$ cat src/hw/rtl/weo_pkg.sv
// ----------------------------------------------------------------------------
// weo_pkg
// Shared types, constants and the arctangent table for the odometry unit.
// ----------------------------------------------------------------------------
`default_nettype none

package weo_pkg;

    localparam int WEO_CORDIC_STEPS = 24;
    localparam logic signed [33:0] WEO_CORDIC_GAIN = 34'sd652032874;

    localparam int WEO_CNT_W = 32;
    localparam int WEO_TIME_W = 24;
    localparam int WEO_POS_W = 48;
    localparam int WEO_HEAD_W = 32;
    localparam int WEO_CFG_W = 32;
    localparam int WEO_ACC_W = 80;

    localparam logic [0:0] WEO_REG_DIST = 1'b0;
    localparam logic [0:0] WEO_REG_GAIN = 1'b1;

    typedef enum logic [8:0] {
        ST_IDLE  = 9'b000000001,
        ST_MUL_L = 9'b000000010,
        ST_MUL_R = 9'b000000100,
        ST_CORD  = 9'b000001000,
        ST_MUL_X = 9'b000010000,
        ST_MUL_Y = 9'b000100000,
        ST_MUL_T = 9'b001000000,
        ST_MUL_E = 9'b010000000,
        ST_DONE  = 9'b100000000
    } weo_state_t;

    // atan(2^-i), 2^32 per turn
    function automatic logic [31:0] weo_atan(input logic [4:0] i);
        logic [31:0] r;
        begin
            unique case (i)
                5'd0:  r = 32'd536870912;
                5'd1:  r = 32'd316933406;
                5'd2:  r = 32'd167458907;
                5'd3:  r = 32'd85004756;
                5'd4:  r = 32'd42667331;
                5'd5:  r = 32'd21354465;
                5'd6:  r = 32'd10679838;
                5'd7:  r = 32'd5340245;
                5'd8:  r = 32'd2670163;
                5'd9:  r = 32'd1335087;
                5'd10: r = 32'd667544;
                5'd11: r = 32'd333772;
                5'd12: r = 32'd166886;
                5'd13: r = 32'd83443;
                5'd14: r = 32'd41722;
                5'd15: r = 32'd20861;
                5'd16: r = 32'd10430;
                5'd17: r = 32'd5215;
                5'd18: r = 32'd2608;
                5'd19: r = 32'd1304;
                5'd20: r = 32'd652;
                5'd21: r = 32'd326;
                5'd22: r = 32'd163;
                5'd23: r = 32'd81;
                5'd24: r = 32'd41;
                5'd25: r = 32'd20;
                5'd26: r = 32'd10;
                5'd27: r = 32'd5;
                5'd28: r = 32'd3;
                5'd29: r = 32'd1;
                5'd30: r = 32'd1;
                5'd31: r = 32'd0;
                default: r = 32'd0;
            endcase
            return r;
        end
    endfunction

endpackage

`default_nettype wire

$ cat src/hw/rtl/wheel_encoder_odometry_unit.sv
// ----------------------------------------------------------------------------
// wheel_encoder_odometry_unit
// Differential drive odometry: bit-serial multiplies and an iterative CORDIC.
// ----------------------------------------------------------------------------
// operation: each timed word runs the wheel multiplies, the CORDIC rotation and
// the position and heading multiplies on the shared one-bit-per-cycle multiplier
// throughput: a new word is taken only in idle, once the last pose is in the
// output register, which waits while the output word is stalled; a word with
// zero elapsed time gives no output and leaves the unit idle
// reset: asynchronous, clears pose, last counts and configuration registers to zero
`default_nettype none

module wheel_encoder_odometry_unit
#(
    parameter int CORDIC_STEPS = weo_pkg::WEO_CORDIC_STEPS
)
(
    input  wire logic         clk,
    input  wire logic         rst_n,
    input  wire logic         cfg_we,
    input  wire logic [0:0]   cfg_index,
    input  wire logic [31:0]  cfg_data,
    input  wire logic         s_axis_tvalid,
    output logic              s_axis_tready,
    input  wire logic [87:0]  s_axis_tdata,  // left_count, right_count, elapsed_us
    output logic              m_axis_tvalid,
    input  wire logic         m_axis_tready,
    output logic [127:0]      m_axis_tdata   // pos_x, pos_y, heading
);
    import weo_pkg::*;

    localparam logic [5:0] LAST_STEP = 6'(CORDIC_STEPS - 1);

    weo_state_t state_reg, state_next;
    logic [5:0] cnt_reg, cnt_next;
    logic [WEO_ACC_W-1:0] acc_reg, acc_next, mc_reg, mc_next, addend;
    logic [31:0] mb_reg, mb_next;
    logic msgn_reg, msgn_next;
    logic [31:0] dist_reg, dist_next, gain_reg, gain_next;
    logic [31:0] last_l_reg, last_l_next, last_r_reg, last_r_next;
    logic [31:0] in_l_reg, in_l_next, in_r_reg, in_r_next;
    logic [23:0] el_reg, el_next;
    logic signed [47:0] dl_reg, dl_next, dr_reg, dr_next;
    logic signed [47:0] px_reg, px_next, py_reg, py_next;
    logic [31:0] hd_reg, hd_next;
    logic signed [33:0] x_reg, x_next, y_reg, y_next, xs, ys;
    logic signed [32:0] z_reg, z_next;
    logic mv_reg, mv_next;
    logic [127:0] out_reg, out_next;
    logic signed [48:0] lr_sum, diff;
    logic signed [47:0] mean;
    logic signed [51:0] pos_sum;
    logic signed [47:0] pos_sat;
    logic mul_last, accept;
    logic [1:0] quad;
    logic [31:0] zq;
    logic [31:0] atan_v;

    assign s_axis_tready = (state_reg == ST_IDLE);
    assign m_axis_tvalid = mv_reg;
    assign m_axis_tdata  = out_reg;
    assign accept = s_axis_tvalid && s_axis_tready;

    assign lr_sum = 49'(dl_reg) + 49'(dr_reg);
    assign mean   = lr_sum[48:1];
    assign diff   = 49'(dr_reg) - 49'(dl_reg);

    assign addend   = mb_reg[0] ? mc_reg : '0;
    assign mul_last = (cnt_reg[4:0] == 5'd31);
    assign acc_next = (mul_last && msgn_reg) ? acc_reg - addend : acc_reg + addend;

    assign xs = x_reg >>> cnt_reg[4:0];
    assign ys = y_reg >>> cnt_reg[4:0];
    assign atan_v = weo_atan(cnt_reg[4:0]);

    assign quad = 2'((hd_reg + 32'h2000_0000) >> 30);
    assign zq   = hd_reg - {quad, 30'd0};

    // position update with saturation
    always_comb
    begin
        logic signed [49:0] inc;
        inc = acc_next[79:30];
        if (state_reg == ST_MUL_X)
            pos_sum = 52'(px_reg) + 52'(inc);
        else
            pos_sum = 52'(py_reg) + 52'(inc);
        if (pos_sum > 52'sh7FFF_FFFF_FFFF)
            pos_sat = 48'sh7FFF_FFFF_FFFF;
        else if (pos_sum < -52'sh8000_0000_0000)
            pos_sat = -48'sh8000_0000_0000;
        else
            pos_sat = pos_sum[47:0];
    end

    always_comb
    begin
        state_next  = state_reg;
        cnt_next    = cnt_reg;
        mc_next     = mc_reg;
        mb_next     = mb_reg;
        msgn_next   = msgn_reg;
        dist_next   = dist_reg;
        gain_next   = gain_reg;
        last_l_next = last_l_reg;
        last_r_next = last_r_reg;
        in_l_next   = in_l_reg;
        in_r_next   = in_r_reg;
        el_next     = el_reg;
        dl_next     = dl_reg;
        dr_next     = dr_reg;
        px_next     = px_reg;
        py_next     = py_reg;
        hd_next     = hd_reg;
        x_next      = x_reg;
        y_next      = y_reg;
        z_next      = z_reg;
        mv_next     = mv_reg && !m_axis_tready;
        out_next    = out_reg;

        if (cfg_we)
        begin
            unique case (cfg_index)
                WEO_REG_DIST: dist_next = cfg_data;
                WEO_REG_GAIN: gain_next = cfg_data;
                default: ;
            endcase
        end

        if (state_reg == ST_MUL_L || state_reg == ST_MUL_R || state_reg == ST_MUL_X ||
            state_reg == ST_MUL_Y || state_reg == ST_MUL_T || state_reg == ST_MUL_E)
        begin
            mc_next  = mc_reg << 1;
            mb_next  = mb_reg >> 1;
            cnt_next = cnt_reg + 6'd1;
        end

        unique case (state_reg)
            ST_IDLE:
            begin
                if (accept && s_axis_tdata[87:64] != 24'd0)
                begin
                    in_l_next  = s_axis_tdata[31:0];
                    in_r_next  = s_axis_tdata[63:32];
                    el_next    = s_axis_tdata[87:64];
                    mc_next    = WEO_ACC_W'(signed'(s_axis_tdata[31:0] - last_l_reg));
                    mb_next    = dist_reg;
                    msgn_next  = 1'b0;
                    cnt_next   = '0;
                    state_next = ST_MUL_L;
                end
            end
            ST_MUL_L:
            begin
                if (mul_last)
                begin
                    dl_next    = acc_next[63:16];
                    mc_next    = WEO_ACC_W'(signed'(in_r_reg - last_r_reg));
                    mb_next    = dist_reg;
                    cnt_next   = '0;
                    state_next = ST_MUL_R;
                end
            end
            ST_MUL_R:
            begin
                if (mul_last)
                begin
                    dr_next  = acc_next[63:16];
                    z_next   = 33'(signed'(zq));
                    cnt_next = '0;
                    unique case (quad)
                        2'd0: begin x_next = WEO_CORDIC_GAIN;  y_next = '0; end
                        2'd1: begin x_next = '0; y_next = WEO_CORDIC_GAIN;  end
                        2'd2: begin x_next = -WEO_CORDIC_GAIN; y_next = '0; end
                        default: begin x_next = '0; y_next = -WEO_CORDIC_GAIN; end
                    endcase
                    state_next = ST_CORD;
                end
            end
            ST_CORD:
            begin
                if (!z_reg[32])
                begin
                    x_next = x_reg - ys;
                    y_next = y_reg + xs;
                    z_next = z_reg - 33'(atan_v);
                end
                else
                begin
                    x_next = x_reg + ys;
                    y_next = y_reg - xs;
                    z_next = z_reg + 33'(atan_v);
                end
                cnt_next = cnt_reg + 6'd1;
                if (cnt_reg == LAST_STEP)
                begin
                    mc_next    = WEO_ACC_W'(mean);
                    mb_next    = x_next[31:0];
                    msgn_next  = 1'b1;
                    cnt_next   = '0;
                    state_next = ST_MUL_X;
                end
            end
            ST_MUL_X:
            begin
                if (mul_last)
                begin
                    px_next    = pos_sat;
                    mc_next    = WEO_ACC_W'(mean);
                    mb_next    = y_reg[31:0];
                    cnt_next   = '0;
                    state_next = ST_MUL_Y;
                end
            end
            ST_MUL_Y:
            begin
                if (mul_last)
                begin
                    py_next    = pos_sat;
                    mc_next    = WEO_ACC_W'(diff);
                    mb_next    = gain_reg;
                    msgn_next  = 1'b0;
                    cnt_next   = '0;
                    state_next = ST_MUL_T;
                end
            end
            ST_MUL_T:
            begin
                if (mul_last)
                begin
                    mc_next    = {16'd0, acc_next[63:0]};
                    mb_next    = {8'd0, el_reg};
                    cnt_next   = '0;
                    state_next = ST_MUL_E;
                end
            end
            ST_MUL_E:
            begin
                if (mul_last)
                begin
                    hd_next     = hd_reg + acc_next[63:32];
                    last_l_next = in_l_reg;
                    last_r_next = in_r_reg;
                    state_next  = ST_DONE;
                end
            end
            ST_DONE:
            begin
                if (!mv_reg || m_axis_tready)
                begin
                    out_next   = {hd_reg, py_reg, px_reg};
                    mv_next    = 1'b1;
                    state_next = ST_IDLE;
                end
            end
            default: state_next = ST_IDLE;
        endcase
    end

    always_ff @(posedge clk or negedge rst_n)
    begin
        if (!rst_n)
        begin
            state_reg  <= ST_IDLE;
            cnt_reg    <= '0;
            msgn_reg   <= 1'b0;
            dist_reg   <= '0;
            gain_reg   <= '0;
            last_l_reg <= '0;
            last_r_reg <= '0;
            px_reg     <= '0;
            py_reg     <= '0;
            hd_reg     <= '0;
            mv_reg     <= 1'b0;
        end
        else
        begin
            state_reg  <= state_next;
            cnt_reg    <= cnt_next;
            msgn_reg   <= msgn_next;
            dist_reg   <= dist_next;
            gain_reg   <= gain_next;
            last_l_reg <= last_l_next;
            last_r_reg <= last_r_next;
            px_reg     <= px_next;
            py_reg     <= py_next;
            hd_reg     <= hd_next;
            mv_reg     <= mv_next;
        end
    end

    // datapath, no reset
    always_ff @(posedge clk)
    begin
        if (state_reg == ST_IDLE || (state_reg != ST_CORD && state_reg != ST_DONE && mul_last))
            acc_reg <= '0;
        else if (state_reg != ST_CORD && state_reg != ST_DONE)
            acc_reg <= acc_next;
        mc_reg   <= mc_next;
        mb_reg   <= mb_next;
        in_l_reg <= in_l_next;
        in_r_reg <= in_r_next;
        el_reg   <= el_next;
        dl_reg   <= dl_next;
        dr_reg   <= dr_next;
        x_reg    <= x_next;
        y_reg    <= y_next;
        z_reg    <= z_next;
        out_reg  <= out_next;
    end

endmodule

`default_nettype wire

$ cat config.mk
export PLATFORM = sky130hd
export DESIGN_NAME = wheel_encoder_odometry_unit
export DESIGN_NICKNAME = d
export VERILOG_FILES = /design/src/hw/rtl/weo_pkg.sv /design/src/hw/rtl/wheel_encoder_odometry_unit.sv
export SDC_FILE = /design/constraint.sdc
export NUM_CORES = 2
export LEC_CHECK = 0
export ABC_AREA = 1
export BUFFER_PORTS_ARGS = -buffer_cell sky130_fd_sc_hd__buf_4
export CORE_MARGIN = 4
export CORE_UTILIZATION = 49
export CTS_CLUSTER_DIAMETER = 40
export DETAILED_ROUTE_END_ITERATION = 8
export PLACE_DENSITY_LB_ADDON = 0.15
export SETUP_SLACK_MARGIN = 0.02
export SYNTH_ARGS = -nofsm -noshare
export SYNTH_HDL_FRONTEND = slang
export SYNTH_SLANG_ARGS = --single-unit
$ cat constraint.sdc
create_clock -name clk -period 21.4 [get_ports clk]
set_input_delay 5.35 -clock clk [delete_from_list [all_inputs] [get_ports clk]]
set_output_delay 5.35 -clock clk [all_outputs]
set_load 0.01 [all_outputs]
==> reports/summary.txt <==
Status -> completed
Starting Density -> 0.494
IO Port Bufs -> 255
Critical path data required time -> 22.00 ns
Die height -> 389 µm
Tot GR Track Use -> 0.376
Post-layout minimum cycle time -> 10.32 ns
Setup CP Type -> input port to flop
Final worst path period share -> 0.482
Register area share after synthesis -> 0.324
Final instance area -> 80300 µm²
Deepest clock path buffer count -> 3
Total Wirelength -> 294 mm
DRT iter0 DRCs -> 8854
Post-synthesis adder-cell area fraction -> 0.0774
Worst setup SP type -> input port
Leak Pwr -> 0.0396 µW
Seq. cell area -> 23100 µm²
Fin nets -> 11.0k
Mux cell area share after synthesis -> 0.00577
Vias per inst -> 5.87
Gr ovfl total -> 0
Worst Path Arrival -> 10.92 ns
EDFF count, synth -> 413
XOR/XNOR Fraction of Synth Area -> 0.0517
Synth Area in Simple Gates -> 0.257
Share of layout cells above drive strength 1 -> 0.0816
Core Util, Final -> 0.557
Synth cell count leaders -> nand2_1, inv_1, o21ai_0
Yosys reg bits -> 878
Post-DP Area -> 74900 µm²
CTS resizes -> 0
TritonCTS sink count -> 878
Cts bufs inserted -> 153
HPWL reported at the end of detailed placement -> 226 mm
RSZ-0062 raised after global routing -> false
Top_reg_cell synth -> edfxtp_1
Compound-cell area share of the yosys netlist -> 0.187
Area leader, netlist -> edfxtp_1
Slew headroom -> 0.124
Leading post-synthesis cells by cell area -> edfxtp_1, nand2_1, dfrtp_1, ha_1, inv_1
Hold buffer count at CTS -> 0
Combinational family with the most area after synthesis -> simple AND/OR/NAND/NOR gates
Final count of hold timing violations -> 0
Initial antenna violation count -> 9
FP Rows -> 139
Post-CTS Setup Bufs -> 0
GPL Wtd Cong -> 0.999
Vias in the first global route -> 69.0k
First-pass GRT wire length -> 433 mm
Final number of setup-violating endpoints -> 0
Post-Syn Nets -> 10.9k
Worst hold path type -> flop to flop
DRC viols -> 0
DRT Pass-1 Iters -> 6
Final setup TNS -> 0 ns
Endpoint class of the critical path -> flop
Multi-input gate area -> 41400 µm²
Yosys top cell area share -> 0.174
Max Cap Viol -> 0
Worst-Skew Late Latency -> 0.80 ns
Max reg flops -> 128
Mapped Cells -> 10.3k
Core ar. -> 144000 µm²
CTS H-tree lvls -> 4
Distinct cells, synth -> 77
Die footprint -> 151000 µm²
Synth Warn # -> 0
Clk slew on worst S/H paths -> 0.05 ns
Root Buffer -> clkbuf_16
Mean post-synth cell area -> 6.88 µm²
Vias -> 73.5k
Worst VDD drop -> 0.171 mV
Area growth, synth to finish -> 12.8%
Routed len/inst -> 23.5 µm
ANT nets after route -> 0
Io pins -> 256
Fmax -> 96.9 MHz
Worst Skew -> 0.0692 ns
Crit path max fanout -> 68
Asr flop ratio synth -> 0.311
CTS tree -> yes
Die width -> 389 µm
FILL cells -> 14.0k
Max-slew violation count -> 0
Actual slew at the worst max-slew pin -> 1.31 ns
Most numerous cell in the Yosys netlist -> nand2_1
Cell Area, Synth -> 71100 µm²
Power Density -> 151 nW/µm²
Largest net degree at the start of global routing -> 138
-- path summary, 6_finish.rpt --
path / start / endpoint / slack (ns) / depth (start not counted)
max: s_axis_tdata[87] / mc_reg[70] / 11.08 / 17
min in group asynchronous: rst_n / last_l_reg[10] / 4.61 / 1
max in group asynchronous: rst_n / py_reg[44] / 14.69 / 3
max reg2reg: mb_reg[0] / py_reg[0] / 11.79 / 44
min reg2reg: in_l_reg[31] / last_l_reg[31] / 0.45 / 2
min: in_l_reg[31] / last_l_reg[31] / 0.45 / 2
-- worst max-delay path, cell delays in order --
cell	delay, ns
buf_4	0.12
nor4_1	0.06
and2_0	0.16
nand4_1	0.09
nand3_2	0.66
nand2_2	0.54
nand2_2	0.30
nor2_4	0.32
nand4_4	0.43
nor2_4	0.19
buf_4	0.72
inv_2	0.68
a21oi_2	0.29
o21ai_2	0.08
buf_4	0.28
a221oi_1	0.36
a22oi_1	0.13
-- stage by stage --
step | total power (µW) | instances | hold WS [ns] | worst slack [ns]
finish | 12200 | 12500 | 0.452 | 11.08
CTS | 12000 | 12500 | 0.454 | 11.39
global placement | 9300 | 12200 | 0.425 | 10.75
detailed placement | 9390 | 12200 | 0.440 | 10.54
global route | 12900 | 12500 | 0.479 | 10.99
floorplan | 6880 | 10300 | 0.418 | 10.09
-- placed cells by master, fill, tap and decap left out, drive strengths merged, types with 12 or more instances in the layout --
cell     Yosys  layout
nand3      297     297
a221oi      44      44
and3        12      12
mux2i       41      41
o21bai      48      48
nor3        86      86
a21o        21      21
o21a        53      53
a211oi      22      22
nand4      111     111
xor2       291     291
a21oi      739     739
xnor2      129     129
o211ai      84      84
inv       1390    1422
edfxtp     413     413
dfrtp      272     272
buf         91     370
a31oi       80      80
nor2       981     981
a21boi      26      26
clkinv      12      52
o221ai      38      38
ha         424     424
nor4        49      49
o22ai       31      31
o31ai       21      21
dfxtp      192     192
clkbuf     286     191
nand2     2808    2808
a22oi       24      24
or2         41      41
nand3b      31      31
o2111ai     33      33
o21ai     1039    1039
-- area by class of cell --
cell class	count	share of cell area
multi-input cells	7679	0.516
flip-flops and latches	878	0.288
inverters	1402	0.0657
clock buffers	191	0.0523
repair buffers	370	0.0349
well taps	1903	0.0297
clock inverters	94	0.0140
diodes	9	0.000281
-- routing by layer --
metal  global-route usage  vias to the layer above  share of wire
met5                    0                        -       0.000024
met4                0.187                        2          0.057
met3               0.0866                      698           0.11
met2                0.562                     3855           0.42
met1                0.511                    34500           0.41
li1                     -                    34500              -
-- report_power, final --
part,leakage (µW),switching [µW],total (µW),internal (µW)
sequential,0.00936,263,2410,2140
clock,0.00256,964,2520,1560
combinational,0.0277,5160,7230,2070
-- cell families (layout without fill, tap and decap cells) --
group / Yosys count / count (layout)
AND/OR/NAND/NOR: 4430 / 4430
flip-flops: 878 / 878
XOR/XNOR: 420 / 420
other: 0 / 9
AO/OA/AOI/OAI: 2354 / 2354
adder cells (fa/ha/maj): 434 / 434
buffers and inverters: 1779 / 2057
multiplexers: 41 / 41
Power figures use the tool's default switching activity.
